$ cat src/rtl/core/spn_pkg.sv
`timescale 1ns / 1ps

package spn_pkg;

  // schedule address and round number fields are sized for the largest configuration
  localparam int ADDR_W  = 8;
  localparam int ROUND_W = 6;

  localparam int KEY_BYTES_DEF  = 64;
  localparam int ROUNDS_DEF     = 10;
  localparam int MIX_PASSES_DEF = 32;

  localparam logic [7:0] SCHED_FILL = 8'h5A;

  typedef enum logic [1:0] {
    OP_PASS = 2'd0,
    OP_ENC  = 2'd1,
    OP_DEC  = 2'd2,
    OP_NONE = 2'd3
  } spn_op_t;

  typedef struct packed {
    logic [1:0]  operation;
    logic [7:0]  pass_byte;
    logic        pass_last;
    logic [63:0] block_high;
    logic [63:0] block_low;
  } spn_in_t;

  typedef struct packed {
    logic [63:0] out_high;
    logic [63:0] out_low;
  } spn_out_t;

  // datapath commands
  typedef enum logic [3:0] {
    DP_NOP     = 4'd0,
    DP_LOAD    = 4'd1,
    DP_CLR     = 4'd2,
    DP_PB      = 4'd3,
    DP_MIX_CUR = 4'd4,
    DP_MIX_WR  = 4'd5,
    DP_RK      = 4'd6,
    DP_APPLY   = 4'd7,
    DP_OUT     = 4'd8
  } spn_dp_op_t;

  typedef struct packed {
    spn_dp_op_t          op;
    logic                rd_en;
    logic [ADDR_W-1:0]   rd_addr;
    logic [ADDR_W-1:0]   wr_addr;
    logic                use_first;
    logic                set_first;
    logic                decrypt;
    logic [ROUND_W-1:0]  round;
  } spn_cmd_t;

  localparam logic [7:0] SBOX [256] = '{
    8'h63,8'h7c,8'h77,8'h7b,8'hf2,8'h6b,8'h6f,8'hc5,8'h30,8'h01,8'h67,8'h2b,8'hfe,8'hd7,8'hab,8'h76,
    8'hca,8'h82,8'hc9,8'h7d,8'hfa,8'h59,8'h47,8'hf0,8'had,8'hd4,8'ha2,8'haf,8'h9c,8'ha4,8'h72,8'hc0,
    8'hb7,8'hfd,8'h93,8'h26,8'h36,8'h3f,8'hf7,8'hcc,8'h34,8'ha5,8'he5,8'hf1,8'h71,8'hd8,8'h31,8'h15,
    8'h04,8'hc7,8'h23,8'hc3,8'h18,8'h96,8'h05,8'h9a,8'h07,8'h12,8'h80,8'he2,8'heb,8'h27,8'hb2,8'h75,
    8'h09,8'h83,8'h2c,8'h1a,8'h1b,8'h6e,8'h5a,8'ha0,8'h52,8'h3b,8'hd6,8'hb3,8'h29,8'he3,8'h2f,8'h84,
    8'h53,8'hd1,8'h00,8'hed,8'h20,8'hfc,8'hb1,8'h5b,8'h6a,8'hcb,8'hbe,8'h39,8'h4a,8'h4c,8'h58,8'hcf,
    8'hd0,8'hef,8'haa,8'hfb,8'h43,8'h4d,8'h33,8'h85,8'h45,8'hf9,8'h02,8'h7f,8'h50,8'h3c,8'h9f,8'ha8,
    8'h51,8'ha3,8'h40,8'h8f,8'h92,8'h9d,8'h38,8'hf5,8'hbc,8'hb6,8'hda,8'h21,8'h10,8'hff,8'hf3,8'hd2,
    8'hcd,8'h0c,8'h13,8'hec,8'h5f,8'h97,8'h44,8'h17,8'hc4,8'ha7,8'h7e,8'h3d,8'h64,8'h5d,8'h19,8'h73,
    8'h60,8'h81,8'h4f,8'hdc,8'h22,8'h2a,8'h90,8'h88,8'h46,8'hee,8'hb8,8'h14,8'hde,8'h5e,8'h0b,8'hdb,
    8'he0,8'h32,8'h3a,8'h0a,8'h49,8'h06,8'h24,8'h5c,8'hc2,8'hd3,8'hac,8'h62,8'h91,8'h95,8'he4,8'h79,
    8'he7,8'hc8,8'h37,8'h6d,8'h8d,8'hd5,8'h4e,8'ha9,8'h6c,8'h56,8'hf4,8'hea,8'h65,8'h7a,8'hae,8'h08,
    8'hba,8'h78,8'h25,8'h2e,8'h1c,8'ha6,8'hb4,8'hc6,8'he8,8'hdd,8'h74,8'h1f,8'h4b,8'hbd,8'h8b,8'h8a,
    8'h70,8'h3e,8'hb5,8'h66,8'h48,8'h03,8'hf6,8'h0e,8'h61,8'h35,8'h57,8'hb9,8'h86,8'hc1,8'h1d,8'h9e,
    8'he1,8'hf8,8'h98,8'h11,8'h69,8'hd9,8'h8e,8'h94,8'h9b,8'h1e,8'h87,8'he9,8'hce,8'h55,8'h28,8'hdf,
    8'h8c,8'ha1,8'h89,8'h0d,8'hbf,8'he6,8'h42,8'h68,8'h41,8'h99,8'h2d,8'h0f,8'hb0,8'h54,8'hbb,8'h16
  };

  localparam logic [7:0] SBOX_REV [256] = '{
    8'h52,8'h09,8'h6a,8'hd5,8'h30,8'h36,8'ha5,8'h38,8'hbf,8'h40,8'ha3,8'h9e,8'h81,8'hf3,8'hd7,8'hfb,
    8'h7c,8'he3,8'h39,8'h82,8'h9b,8'h2f,8'hff,8'h87,8'h34,8'h8e,8'h43,8'h44,8'hc4,8'hde,8'he9,8'hcb,
    8'h54,8'h7b,8'h94,8'h32,8'ha6,8'hc2,8'h23,8'h3d,8'hee,8'h4c,8'h95,8'h0b,8'h42,8'hfa,8'hc3,8'h4e,
    8'h08,8'h2e,8'ha1,8'h66,8'h28,8'hd9,8'h24,8'hb2,8'h76,8'h5b,8'ha2,8'h49,8'h6d,8'h8b,8'hd1,8'h25,
    8'h72,8'hf8,8'hf6,8'h64,8'h86,8'h68,8'h98,8'h16,8'hd4,8'ha4,8'h5c,8'hcc,8'h5d,8'h65,8'hb6,8'h92,
    8'h6c,8'h70,8'h48,8'h50,8'hfd,8'hed,8'hb9,8'hda,8'h5e,8'h15,8'h46,8'h57,8'ha7,8'h8d,8'h9d,8'h84,
    8'h90,8'hd8,8'hab,8'h00,8'h8c,8'hbc,8'hd3,8'h0a,8'hf7,8'he4,8'h58,8'h05,8'hb8,8'hb3,8'h45,8'h06,
    8'hd0,8'h2c,8'h1e,8'h8f,8'hca,8'h3f,8'h0f,8'h02,8'hc1,8'haf,8'hbd,8'h03,8'h01,8'h13,8'h8a,8'h6b,
    8'h3a,8'h91,8'h11,8'h41,8'h4f,8'h67,8'hdc,8'hea,8'h97,8'hf2,8'hcf,8'hce,8'hf0,8'hb4,8'he6,8'h73,
    8'h96,8'hac,8'h74,8'h22,8'he7,8'had,8'h35,8'h85,8'he2,8'hf9,8'h37,8'he8,8'h1c,8'h75,8'hdf,8'h6e,
    8'h47,8'hf1,8'h1a,8'h71,8'h1d,8'h29,8'hc5,8'h89,8'h6f,8'hb7,8'h62,8'h0e,8'haa,8'h18,8'hbe,8'h1b,
    8'hfc,8'h56,8'h3e,8'h4b,8'hc6,8'hd2,8'h79,8'h20,8'h9a,8'hdb,8'hc0,8'hfe,8'h78,8'hcd,8'h5a,8'hf4,
    8'h1f,8'hdd,8'ha8,8'h33,8'h88,8'h07,8'hc7,8'h31,8'hb1,8'h12,8'h10,8'h59,8'h27,8'h80,8'hec,8'h5f,
    8'h60,8'h51,8'h7f,8'ha9,8'h19,8'hb5,8'h4a,8'h0d,8'h2d,8'he5,8'h7a,8'h9f,8'h93,8'hc9,8'h9c,8'hef,
    8'ha0,8'he0,8'h3b,8'h4d,8'hae,8'h2a,8'hf5,8'hb0,8'hc8,8'heb,8'hbb,8'h3c,8'h83,8'h53,8'h99,8'h61,
    8'h17,8'h2b,8'h04,8'h7e,8'hba,8'h77,8'hd6,8'h26,8'he1,8'h69,8'h14,8'h63,8'h55,8'h21,8'h0c,8'h7d
  };

  localparam logic [3:0] FWD_ORDER  [16] = '{
    4'd0, 4'd5, 4'd10, 4'd15, 4'd4, 4'd9, 4'd14, 4'd3,
    4'd8, 4'd13, 4'd2, 4'd7, 4'd12, 4'd1, 4'd6, 4'd11
  };

  localparam logic [3:0] BACK_ORDER [16] = '{
    4'd0, 4'd13, 4'd10, 4'd7, 4'd4, 4'd1, 4'd14, 4'd11,
    4'd8, 4'd5, 4'd2, 4'd15, 4'd12, 4'd9, 4'd6, 4'd3
  };

  // byte i of a block, byte 0 in the top bits
  function automatic logic [7:0] blk_byte(input logic [127:0] b, input int i);
    blk_byte = b[127-8*i -: 8];
  endfunction

endpackage

$ cat src/rtl/core/spn_ctrl.sv
`timescale 1ns / 1ps

module spn_ctrl
  import spn_pkg::*;
#(
  parameter int KEY_BYTES  = KEY_BYTES_DEF,
  parameter int ROUNDS     = ROUNDS_DEF,
  parameter int MIX_PASSES = MIX_PASSES_DEF
) (
  input  logic     clk,
  input  logic     rst_n,
  input  logic     in_valid,
  input  spn_in_t  in_data,
  output logic     in_stall,
  output logic     out_valid,
  input  logic     out_stall,
  output spn_cmd_t cmd
);

  localparam int AW = $clog2(KEY_BYTES);
  localparam int RW = $clog2(ROUNDS + 1);
  localparam int PW = $clog2(MIX_PASSES + 1);
  localparam int D32 = 32 % KEY_BYTES;
  localparam logic [AW-1:0] LAST_IDX  = AW'(KEY_BYTES - 1);
  localparam logic [AW-1:0] DEC_START = AW'((16 * ROUNDS) % KEY_BYTES);
  localparam logic [AW-1:0] STEP_BACK = AW'(D32);
  localparam logic [AW-1:0] WRAP_BACK = AW'(KEY_BYTES - D32);

  typedef enum logic [9:0] {
    S_CLEAR  = 10'b0000000001,
    S_IDLE   = 10'b0000000010,
    S_PB_RD  = 10'b0000000100,
    S_PB_WR  = 10'b0000001000,
    S_MX_RD0 = 10'b0000010000,
    S_MX_RD  = 10'b0000100000,
    S_MX_WR  = 10'b0001000000,
    S_RK     = 10'b0010000000,
    S_APPLY  = 10'b0100000000,
    S_DONE   = 10'b1000000000
  } state_t;

  state_t        state_r, state_nxt;
  logic [AW-1:0] j_r, j_nxt;
  logic [AW-1:0] ka_r, ka_nxt;
  logic [AW-1:0] fill_r, fill_nxt;
  logic [PW-1:0] pass_r, pass_nxt;
  logic [RW-1:0] round_r, round_nxt;
  logic [4:0]    k_r, k_nxt;
  logic          restart_r, restart_nxt;
  logic          pend_r, pend_nxt;
  logic          last_r, last_nxt;
  logic          dec_r, dec_nxt;
  logic          out_valid_r, out_valid_nxt;
  logic [AW-1:0] j_inc, ka_inc, fill_inc;

  assign j_inc    = (j_r == LAST_IDX) ? '0 : j_r + 1'b1;
  assign ka_inc   = (ka_r == LAST_IDX) ? '0 : ka_r + 1'b1;
  assign fill_inc = (fill_r == LAST_IDX) ? '0 : fill_r + 1'b1;

  assign in_stall  = (state_r != S_IDLE);
  assign out_valid = out_valid_r;

  // sequencer
  always_comb begin
    state_nxt     = state_r;
    j_nxt         = j_r;
    ka_nxt        = ka_r;
    fill_nxt      = fill_r;
    pass_nxt      = pass_r;
    round_nxt     = round_r;
    k_nxt         = k_r;
    restart_nxt   = restart_r;
    pend_nxt      = pend_r;
    last_nxt      = last_r;
    dec_nxt       = dec_r;
    out_valid_nxt = out_valid_r & out_stall;
    cmd           = '0;
    cmd.op        = DP_NOP;
    cmd.decrypt   = dec_r;
    cmd.round     = ROUND_W'(round_r);

    unique case (state_r)
      S_CLEAR: begin
        cmd.op      = DP_CLR;
        cmd.wr_addr = ADDR_W'(j_r);
        j_nxt       = j_inc;
        if (j_r == LAST_IDX) begin
          if (pend_r) begin
            pend_nxt  = 1'b0;
            state_nxt = S_PB_RD;
          end else begin
            state_nxt = S_IDLE;
          end
        end
      end
      S_IDLE: begin
        if (in_valid) begin
          cmd.op = DP_LOAD;
          unique case (spn_op_t'(in_data.operation))
            OP_PASS: begin
              last_nxt = in_data.pass_last;
              if (restart_r) begin
                restart_nxt = 1'b0;
                fill_nxt    = '0;
                pend_nxt    = 1'b1;
                j_nxt       = '0;
                state_nxt   = S_CLEAR;
              end else begin
                state_nxt = S_PB_RD;
              end
            end
            OP_ENC: begin
              dec_nxt   = 1'b0;
              round_nxt = '0;
              ka_nxt    = '0;
              k_nxt     = '0;
              state_nxt = S_RK;
            end
            OP_DEC: begin
              dec_nxt   = 1'b1;
              round_nxt = RW'(ROUNDS);
              ka_nxt    = DEC_START;
              k_nxt     = '0;
              state_nxt = S_RK;
            end
            OP_NONE: begin
              state_nxt = S_IDLE;
            end
          endcase
        end
      end
      S_PB_RD: begin
        cmd.rd_en   = 1'b1;
        cmd.rd_addr = ADDR_W'(fill_r);
        state_nxt   = S_PB_WR;
      end
      S_PB_WR: begin
        cmd.op      = DP_PB;
        cmd.wr_addr = ADDR_W'(fill_r);
        fill_nxt    = fill_inc;
        if (last_r) begin
          pass_nxt  = '0;
          j_nxt     = '0;
          state_nxt = S_MX_RD0;
        end else begin
          state_nxt = S_IDLE;
        end
      end
      // mixing: read byte 0 at the start of each pass
      S_MX_RD0: begin
        cmd.rd_en   = 1'b1;
        cmd.rd_addr = '0;
        state_nxt   = S_MX_RD;
      end
      S_MX_RD: begin
        if (j_r == '0) begin
          cmd.op = DP_MIX_CUR;
        end
        cmd.rd_en   = 1'b1;
        cmd.rd_addr = ADDR_W'(j_inc);
        state_nxt   = S_MX_WR;
      end
      S_MX_WR: begin
        cmd.op        = DP_MIX_WR;
        cmd.wr_addr   = ADDR_W'(j_r);
        cmd.use_first = (j_r == LAST_IDX);
        cmd.set_first = (j_r == '0);
        j_nxt         = j_inc;
        if (j_r == LAST_IDX) begin
          if (pass_r == PW'(MIX_PASSES - 1)) begin
            restart_nxt = 1'b1;
            state_nxt   = S_IDLE;
          end else begin
            pass_nxt  = pass_r + 1'b1;
            state_nxt = S_MX_RD0;
          end
        end else begin
          state_nxt = S_MX_RD;
        end
      end
      // fetch 16 round key bytes, one per cycle
      S_RK: begin
        if (k_r < 5'd16) begin
          cmd.rd_en   = 1'b1;
          cmd.rd_addr = ADDR_W'(ka_r);
          ka_nxt      = ka_inc;
        end
        if (k_r != 5'd0) begin
          cmd.op = DP_RK;
        end
        if (k_r == 5'd16) begin
          k_nxt     = '0;
          state_nxt = S_APPLY;
        end else begin
          k_nxt = k_r + 1'b1;
        end
      end
      S_APPLY: begin
        cmd.op = DP_APPLY;
        if (dec_r) begin
          if (round_r == '0) begin
            state_nxt = S_DONE;
          end else begin
            round_nxt = round_r - 1'b1;
            ka_nxt    = (ka_r >= STEP_BACK) ? ka_r - STEP_BACK : ka_r + WRAP_BACK;
            state_nxt = S_RK;
          end
        end else begin
          if (round_r == RW'(ROUNDS)) begin
            state_nxt = S_DONE;
          end else begin
            round_nxt = round_r + 1'b1;
            state_nxt = S_RK;
          end
        end
      end
      S_DONE: begin
        if (!out_valid_r || !out_stall) begin
          cmd.op        = DP_OUT;
          out_valid_nxt = 1'b1;
          state_nxt     = S_IDLE;
        end
      end
      default: begin
        state_nxt = S_IDLE;
      end
    endcase
  end

  always_ff @(posedge clk) begin
    if (!rst_n) begin
      state_r     <= S_CLEAR;
      j_r         <= '0;
      ka_r        <= '0;
      fill_r      <= '0;
      pass_r      <= '0;
      round_r     <= '0;
      k_r         <= '0;
      restart_r   <= 1'b0;
      pend_r      <= 1'b0;
      last_r      <= 1'b0;
      dec_r       <= 1'b0;
      out_valid_r <= 1'b0;
    end else begin
      state_r     <= state_nxt;
      j_r         <= j_nxt;
      ka_r        <= ka_nxt;
      fill_r      <= fill_nxt;
      pass_r      <= pass_nxt;
      round_r     <= round_nxt;
      k_r         <= k_nxt;
      restart_r   <= restart_nxt;
      pend_r      <= pend_nxt;
      last_r      <= last_nxt;
      dec_r       <= dec_nxt;
      out_valid_r <= out_valid_nxt;
    end
  end

endmodule

$ cat config.mk
export PLATFORM = sky130hd
export DESIGN_NAME = spn_ctrl
export DESIGN_NICKNAME = d
export VERILOG_FILES = /design/src/rtl/core/spn_pkg.sv /design/src/rtl/core/spn_ctrl.sv
export SDC_FILE = /design/constraint.sdc
export NUM_CORES = 1
export LEC_CHECK = 0
export BUFFER_PORTS_ARGS = -buffer_cell sky130_fd_sc_hd__buf_4
export CAP_MARGIN = 10
export CORE_AREA = 2 2 87 89
export CTS_CLUSTER_SIZE = 28
export DETAILED_ROUTE_END_ITERATION = 16
export DIE_AREA = 0 0 89 91
export PLACE_DENSITY = 0.81
export SLEW_MARGIN = 40
export SYNTH_ARGS = -nofsm -noshare
export SYNTH_HDL_FRONTEND = slang
export SYNTH_SLANG_ARGS = --single-unit
$ cat constraint.sdc
create_clock -name clk -period 3.15 [get_ports clk]
set_input_delay 0.315 -clock clk [delete_from_list [all_inputs] [get_ports clk]]
set_output_delay 0.315 -clock clk [all_outputs]
set_load 0.05 [all_outputs]
Word level (Yosys, flattened, before mapping)
Index checks and enable logic that the tools add are counted.
- eq/ne operators: 37
- bitwise gates (word level): 1
- multipliers: 0
- multiplexer cells: 65
- add/subtract/negate cells: 9
- shift operators: 0
- divide/modulo/power cells: 0
- order comparisons: 2
- reduce and logical (&&, ||, !) cells: 29
- operator list (kind ; count):
    one-hot mux 10 bit (10 select lines) ; 1
    two-way mux 6 bit ; 15
    two-way mux 10 bit ; 7
    one-hot mux 6 bit (2 select lines) ; 4
    one-hot mux 6 bit (3 select lines) ; 2
    one-hot mux 9 bit (4 select lines) ; 1
    one-hot mux 4 bit (8 select lines) ; 1
    one-hot mux 10 bit (3 select lines) ; 1
    != test 2 bit, second input constant ; 13
    two-way mux 5 bit ; 5
    adder 6 x 1 -> 6 bit, second input constant ; 4
    two-way mux 4 bit ; 5
    AND reduction 5 bit ; 4
    == test 6 bit, second input constant ; 3
    one-hot mux 4 bit (2 select lines) ; 2
    nonzero test 2 bit ; 7
    two-way mux 3 bit ; 4
    AND reduction 4 bit ; 3
    two-way mux 1 bit ; 11
    == test 10 x 1 -> 1 bit, second input constant ; 1
    == test 10 bit, second input constant ; 1
    == test 10 x 2 -> 1 bit, second input constant ; 1
    == test 10 x 3 -> 1 bit, second input constant ; 1
    == test 10 x 4 -> 1 bit, second input constant ; 1
    36 further kinds ; 45
- memories: 0
- bits in latches: 0
- memory bits (writable): 0
- bits in read-only memories: 0
- register bits after elaboration: 48

Logic depth before layout (Yosys ltp)
Gate-level depths: netlist of run 1.
- depth after elaboration: 5
- mapped depth: 8
- gate-level depth less buffers: 7

Worst setup path after synthesis of run 1
OpenSTA, ideal clock, no wires.
- path kind: reg2out
- start: register state_r[4]
- end: output port cmd[12] in the netlist's numbering
- data arrival time: 2.611 ns
- cell stages (with the launch flop): 5
- setup slack: 0.224 ns
- cells stage by stage: dfxtp_1 buf_4 nor4_1 nand3_1 o21ai_0
- RTL lines (item ; RTL line ; RTL):
    from (decl) ; spn_ctrl.sv:42 ; state_t state_r, state_nxt;
    from (signal assigned) ; spn_ctrl.sv:245 ; state_r <= state_nxt;
    to (decl) ; spn_ctrl.sv:17 ; output spn_cmd_t cmd

==> results of run 1 <==
[per-layer routing]
layer | part of all wire | routed length [µm]
met1 | 0.44 | 3620
met2 | 0.48 | 3940
met3 | 0.066 | 547
met4 | 0.018 | 146
met5 | 0 | 0
[state kept, by name (all words and copies together), names as in the netlist, 4 cells and up]
signal   flops
state_r     10
fill_r       6
pass_r       6
ka_r         6
j_r          6
k_r          5
round_r      4
[critical path, delay by kind of cell (launching register included)]
| kind | cells | cell delay [ns] |
|---|---|---|
| and+or+nand+nor | 2 | 1.22 |
| buffers and inverters | 1 | 0.23 |
| AOI/OAI and AO/OA | 2 | 0.36 |
| DFF | 1 | 0.47 |
[where the power goes]
part,switching (mW),internal [mW],leakage [nW]
Clock,0.212,0.151,0.0400
Combinational,0.446,0.247,0.985
Sequential,0.0745,0.642,0.388
Total,0.733,1.04,1.41
[through the flow]
stage           util  hold WS, ns
2_1_floorplan      -        0.451
3_3_place_gp   0.492        0.476
3_5_place_dp   0.492        0.486
4_1_cts        0.504        0.281
5_1_grt        0.504        0.314
6_report       0.504        0.283
[logic make-up (layout without fill, tap and decap cells)]
group | Yosys count | in the layout | synth area share
and+or+nand+nor | 165 | 165 | 0.291
AOI/OAI and AO/OA | 110 | 110 | 0.237
DFF | 48 | 48 | 0.296
buffers and inverters | 46 | 63 | 0.0686
xor gates and xnor gates | 15 | 15 | 0.0405
adders and majority gates | 14 | 14 | 0.0563
muxes | 3 | 3 | 0.00926
other | 1 | 6 | 0.00116
[worst paths after layout]
check        cells after the start         to
max                              5    cmd[28]
min                              3     last_r
max reg2reg                      5  pass_r[5]
min reg2reg                      1  fill_r[3]
[cells in the mapped netlist (all sizes together), types with 5 or more instances]
library cell / number / share of area
a21boi: 9 / 0.021
a21o: 5 / 0.012
a21oi: 15 / 0.023
a22o: 5 / 0.013
a31oi: 8 / 0.015
and3: 10 / 0.019
buf: 15 / 0.033
clkbuf: 12 / 0.014
dfxtp: 48 / 0.30
ha: 13 / 0.050
inv: 19 / 0.022
nand2: 32 / 0.037
nand3: 19 / 0.029
nor2: 35 / 0.040
nor2b: 8 / 0.015
nor3: 8 / 0.012
nor3b: 5 / 0.013
nor4: 13 / 0.039
o21ai: 26 / 0.041
or3: 7 / 0.013
xnor2: 12 / 0.032
[final cells by class]
class,count,area (µm²)
flip-flops and latches,48,961
clock buffers,5,68.8
fillers,701,3540
multi-input cells,313,2080
inverters,19,71.3
well taps,99,124
repair buffers,37,278
clock inverters,2,12.5
==> flow_metrics.py, run 1 <==
metrics = {
    "setup_path": {
        "worstPathRequired_ns": 2.83,
        "path_class": "flop to output pin",
        "crit_chain": "or4b_2 -> or3_1 -> o211a_1 -> o21ai_0 -> buf_4",
        "end_kind": "output pin",
        "cp-start-kind": "flop",
        "worstPathMaxFanout": 14,
        "cp.arrival_ns": 2.58,
        "reg2reg_from": "state_r[2]",
        "slowest_delay_ns": 0.74,
        "r2r_slack_ns": 0.65,
        "crit_slowest_cell": "or4b_2",
        "crit_start": "state_r[1]",
    },
    "finish": {
        "final_cell_area_mm2": 0.00359,
        "final_cells": 523,
        "layout-area-overhead-vs-synth_pct": 10.8,
        "layout_common_cells": "48 x dfxtp_1, 37 x buf_4, 35 x nor2_1, 32 x nand2_1, 25 x o21ai_0",
        "final_common_cell": "dfxtp_1",
        "post_route_cells_drive_above_1_share": 0.142,
        "fin_nets": 581,
        "num_antenna_cells": 0,
    },
    "power_and_ir_drop": {
        "vdd.ir_drop.worst_v": 0.000297,
        "finalPower_mw": 1.77,
        "p_per_area_mw_per_mm2": 493,
        "p_leak_nw": 1.41,
    },
    "grt": {
        "grt_use_total": 0.208,
        "use_met3": 0.0373,
        "grt_overflow_total": 0,
        "grt-busiest-layer": "met2",
        "grtUsageMet2": 0.332,
        "met1_usage": 0.285,
        "antenna_found_initial": 0,
        "grt_start_max_net_pins": 39,
        "grt_pass1_vias": 2895,
        "grt_pass1_wl_mm": 13.7,
    },
    "placement": {
        "place_hpwl_mm": 6.10,
        "gp_congestion": 0.915,
        "dp_cells": 516,
        "port_buffers": 32,
        "placedInstanceArea_mm2": 0.00351,
        "pre_cts_ws_ns": 0.600,
    },
    "drt": {
        "totalWireLength_mm": 8.25,
        "wl_per_cell_um": 15.8,
        "ant_nets": 0,
        "drtIter0Drc": 360,
        "vias": 3099,
        "drt-pass1-iter-count": 5,
        "drcViolationCount": 0,
        "viasPerCell": 5.93,
    },
    "logic_synthesis": {
        "synth_warnings": 0,
        "yosysSeqAreaShare": 0.296,
        "ys_ff_latch": 48,
        "yosysUniqueCellTypes": 66,
        "postSynthAreaPerCell_um2": 8.07,
        "async_reset_ff_frac": 0,
        "synth_ff_type": "dfxtp_1",
        "synth_cells": 402,
        "synth.cell_area_mm2": 0.00324,
        "synth_edf_count": 0,
    },
    "timing": {
        "fmax_ghz": 0.345,
        "rsz0062_at_grt": "no",
        "tightest_slew_ns": 0.818,
        "period_needed_ns": 2.90,
        "clock_skew_ns": 0.00819,
        "slew_violations": 0,
        "slew_headroom": 0.441,
        "setup_viol": 0,
        "setup_slack_ns": 0.255,
        "finalSetupTns_ns": 0,
        "hold_viol": 0,
        "fin_crit_sh": 0.919,
    },
    "die": {
        "core_mm2": 0.00714,
        "io-pin-count": 175,
        "die_h_um": 91,
        "rows": 31,
        "die_area_mm2": 0.00810,
        "chipWidth_um": 89,
        "floorplan.initialDensity": 0.455,
    },
    "clocking": {
        "cts_setup_buffers": 0,
        "clock_latency_ns": 0.31,
        "cts_tree": "built",
        "h-tree-depth": 2,
        "cts_hold_buf": 0,
        "clock_path_buffers": 2,
        "cts.repair.resized": 0,
        "clock-sinks": 48,
        "cts.clk_slew.worst_paths_ns": 0.09,
        "cts_root_buffer": "clkbuf_8",
        "cts_made_buffers": 5,
    },
    "flow_run": {
        "cap_violations": 0,
    },
    "hold_path": {
        "min_from": "in_data[128]",
        "hold_class": "input pin to flop",
    },
    "run_status": {
        "status": "complete, no violations",
    },
}
Power figures use the tool's default switching activity.
==> run 2: changes to the inputs <==
--- a/config.mk
+++ b/config.mk
@@ -5,13 +5,15 @@
 export SDC_FILE = /design/constraint.sdc
 export NUM_CORES = 1
 export LEC_CHECK = 0
+export ABC_AREA = 1
 export BUFFER_PORTS_ARGS = -buffer_cell sky130_fd_sc_hd__buf_4
 export CAP_MARGIN = 10
-export CORE_AREA = 2 2 87 89
+export CORE_AREA = 2 2 89 91
 export CTS_CLUSTER_SIZE = 28
 export DETAILED_ROUTE_END_ITERATION = 16
-export DIE_AREA = 0 0 89 91
-export PLACE_DENSITY = 0.81
+export DIE_AREA = 0 0 91 93
+export HOLD_SLACK_MARGIN = 0.08
+export PLACE_DENSITY = 0.8
 export SLEW_MARGIN = 40
 export SYNTH_ARGS = -nofsm -noshare
 export SYNTH_HDL_FRONTEND = slang
==> flow_metrics.py, run 2 <==
metrics = {
    "clocking": {
        "cts.repair.resized": 0,
        "clock-sinks": 48,
        "cts_made_buffers": 5,
        "clock_path_buffers": 2,
        "cts_hold_buf": 0,
        "cts_root_buffer": "clkbuf_8",
        "cts_tree": "built",
        "cts.clk_slew.worst_paths_ns": 0.09,
        "cts_setup_buffers": 0,
        "h-tree-depth": 2,
        "clock_latency_ns": 0.31,
    },
    "setup_path": {
        "cp-start-kind": "flop",
        "reg2reg_depth": 10,
        "crit_chain": "nor2_4 -> nand2_2 -> nor2_4 -> nand2_2 -> nor2_2 -> inv_1 -> o221ai_1 -> buf_4",
        "worstPathMaxFanout": 9,
        "crit_slowest_cell": "dfxtp_1",
        "cp.arrival_ns": 2.17,
        "end_kind": "output pin",
        "rr_endpoint": "state_r[1]",
        "reg2reg_from": "j_r[0]",
        "path_class": "flop to output pin",
        "slowest_delay_ns": 0.37,
        "worstPathRequired_ns": 2.83,
        "r2r_slack_ns": 1.17,
    },
    "finish": {
        "layout-area-overhead-vs-synth_pct": 11.1,
        "final_cell_area_mm2": 0.00378,
        "regMostFlops": "state_r",
        "layout_common_cells": "100 x nand2_1, 74 x inv_1, 61 x nor2_1, 54 x nand3_1, 48 x dfxtp_1",
        "post_route_cells_drive_above_1_share": 0.168,
        "num_antenna_cells": 0,
        "fin_nets": 702,
        "fillerInstances": 769,
        "seq_area_um2": 961,
        "largest_reg_flops": 10,
        "final_common_cell": "nand2_1",
        "final_cells": 648,
        "multiInputGateArea_mm2": 0.00205,
    },
    "logic_synthesis": {
        "synthTopCellsByArea": "dfxtp_1 28%, nand2_1 11%, inv_1 8.3%",
        "synth_ff_type": "dfxtp_1",
        "synth_warnings": 0,
        "yosysMostFrequentCell": "nand2_1",
        "yosysSeqAreaShare": 0.283,
        "ys_ff_latch": 48,
        "postSynthAreaPerCell_um2": 6.59,
        "synth_edf_count": 0,
        "synth_top_area_cell": "dfxtp_1",
        "synth.cell_area_mm2": 0.00340,
        "async_reset_ff_frac": 0,
        "synth_top_area_share": 0.283,
        "yosysUniqueCellTypes": 43,
        "synth_cells": 516,
        "synth_common_cells": "100 x nand2_1, 75 x inv_1, 61 x nor2_1, 54 x nand3_1, 48 x dfxtp_1",
    },
    "drt": {
        "ant_nets": 0,
        "drcViolationCount": 0,
        "drt-pass1-iter-count": 5,
        "viasPerCell": 5.16,
        "wl_per_cell_um": 12.6,
        "vias": 3342,
        "drtIter0Drc": 206,
        "totalWireLength_mm": 8.16,
    },
    "hold_path": {
        "hold_class": "input pin to flop",
        "min_from": "out_stall",
        "holdPathStages": 3,
        "holdPathEnd": "out_valid",
    },
    "die": {
        "rows": 32,
        "die_area_mm2": 0.00846,
        "die_h_um": 93,
        "chipWidth_um": 91,
        "io-pin-count": 175,
        "core_mm2": 0.00753,
        "floorplan.initialDensity": 0.452,
    },
    "grt": {
        "grt_start_max_net_pins": 25,
        "grt_pass1_wl_mm": 13.9,
        "grt_overflow_total": 0,
        "grt_pass1_vias": 3104,
        "grt_use_total": 0.199,
        "antenna_found_initial": 0,
    },
    "timing": {
        "tightest_slew_ns": 0.561,
        "slew_violations": 0,
        "period_needed_ns": 2.48,
        "clock_skew_ns": 0.00711,
        "finalSetupTns_ns": 0,
        "setup_slack_ns": 0.669,
        "fin_crit_sh": 0.788,
        "slew_headroom": 0.623,
        "fmax_ghz": 0.403,
        "setup_viol": 0,
        "hold_viol": 0,
        "rsz0062_at_grt": "no",
    },
    "power_and_ir_drop": {
        "p_int_mw": 1.20,
        "combPwrFrac": 0.506,
        "p_seq_frac": 0.326,
        "p_per_area_mw_per_mm2": 614,
        "p_leak_nw": 1.71,
        "clock_power_share": 0.168,
        "vdd.ir_drop.worst_v": 0.000252,
        "power.switching_mw": 1.12,
        "swShare": 0.481,
    },
    "placement": {
        "dp_cells": 640,
        "placedInstanceArea_mm2": 0.00368,
        "port_buffers": 32,
        "pre_cts_ws_ns": 1.01,
        "place_hpwl_mm": 6.40,
        "gp_congestion": 0.949,
    },
    "flow_run": {
        "cap_violations": 0,
    },
    "run_status": {
        "status": "complete, no violations",
    },
}
## run 2: stage by stage
stage | power (mW) | utilization | hold WS [ns]
after global routing | 2.49 | 0.502 | 0.296
after global placement | 1.90 | 0.489 | 0.452
after detailed placement | 1.93 | 0.489 | 0.460
after floorplan | 1.68 | - | 0.441
after CTS | 2.32 | 0.502 | 0.277
final | 2.32 | 0.502 | 0.285
## run 2: worst max-delay path, delay by kind of cell (launching register included)
family / cells / cell delay [ns]
compound gates: 1 / 0.19
buf+inv: 2 / 0.35
flops: 1 / 0.37
simple gates: 5 / 0.95
## run 2: worst max path at each step
stage	slack, ns	startpoint	endpoint
2_1_floorplan	0.70	state_r[9]	cmd[11]
3_3_place_gp	1.05	state_r[9]	cmd[21]
3_5_place_dp	1.01	state_r[9]	cmd[17]
4_1_cts	0.66	state_r[9]	cmd[17]
5_1_grt	0.51	state_r[9]	cmd[17]
6_report	0.67	state_r[9]	cmd[17]
## run 2: metal layers
layer | wire (µm) | vias up | global-route usage
met5 | 0 | - | 0
met4 | 93 | 0 | 0.0556
met3 | 334 | 10 | 0.0322
met2 | 3910 | 90 | 0.347
met1 | 3830 | 1532 | 0.255
li1 | - | 1710 | -
## run 2: power by group through the flow
stage | logic [mW] | clock network, mW | registers [mW]
final | 1.17 | 0.390 | 0.757
after global routing | 1.31 | 0.421 | 0.767
after detailed placement | 1.16 | 0 | 0.769
after CTS | 1.16 | 0.398 | 0.756
after global placement | 1.14 | 0 | 0.766
after floorplan | 0.894 | 0 | 0.782
## run 2: layout make-up
cell class	count	share of cell area
inverter	80	0.0795
clock inverter	1	0.00199
timing repair buffer	32	0.0636
multi-input combinational	378	0.544
tap	102	0.0338
clock buffer	7	0.0229
sequential	48	0.254
## run 2: logic make-up after synthesis
logic type / share of synthesized area
buffers and inverters: 0.119
and+or+nand+nor: 0.402
AOI/OAI and AO/OA: 0.124
xor gates and xnor gates: 0.0180
other: 0.00110
DFF: 0.283
adders and majority gates: 0.0537
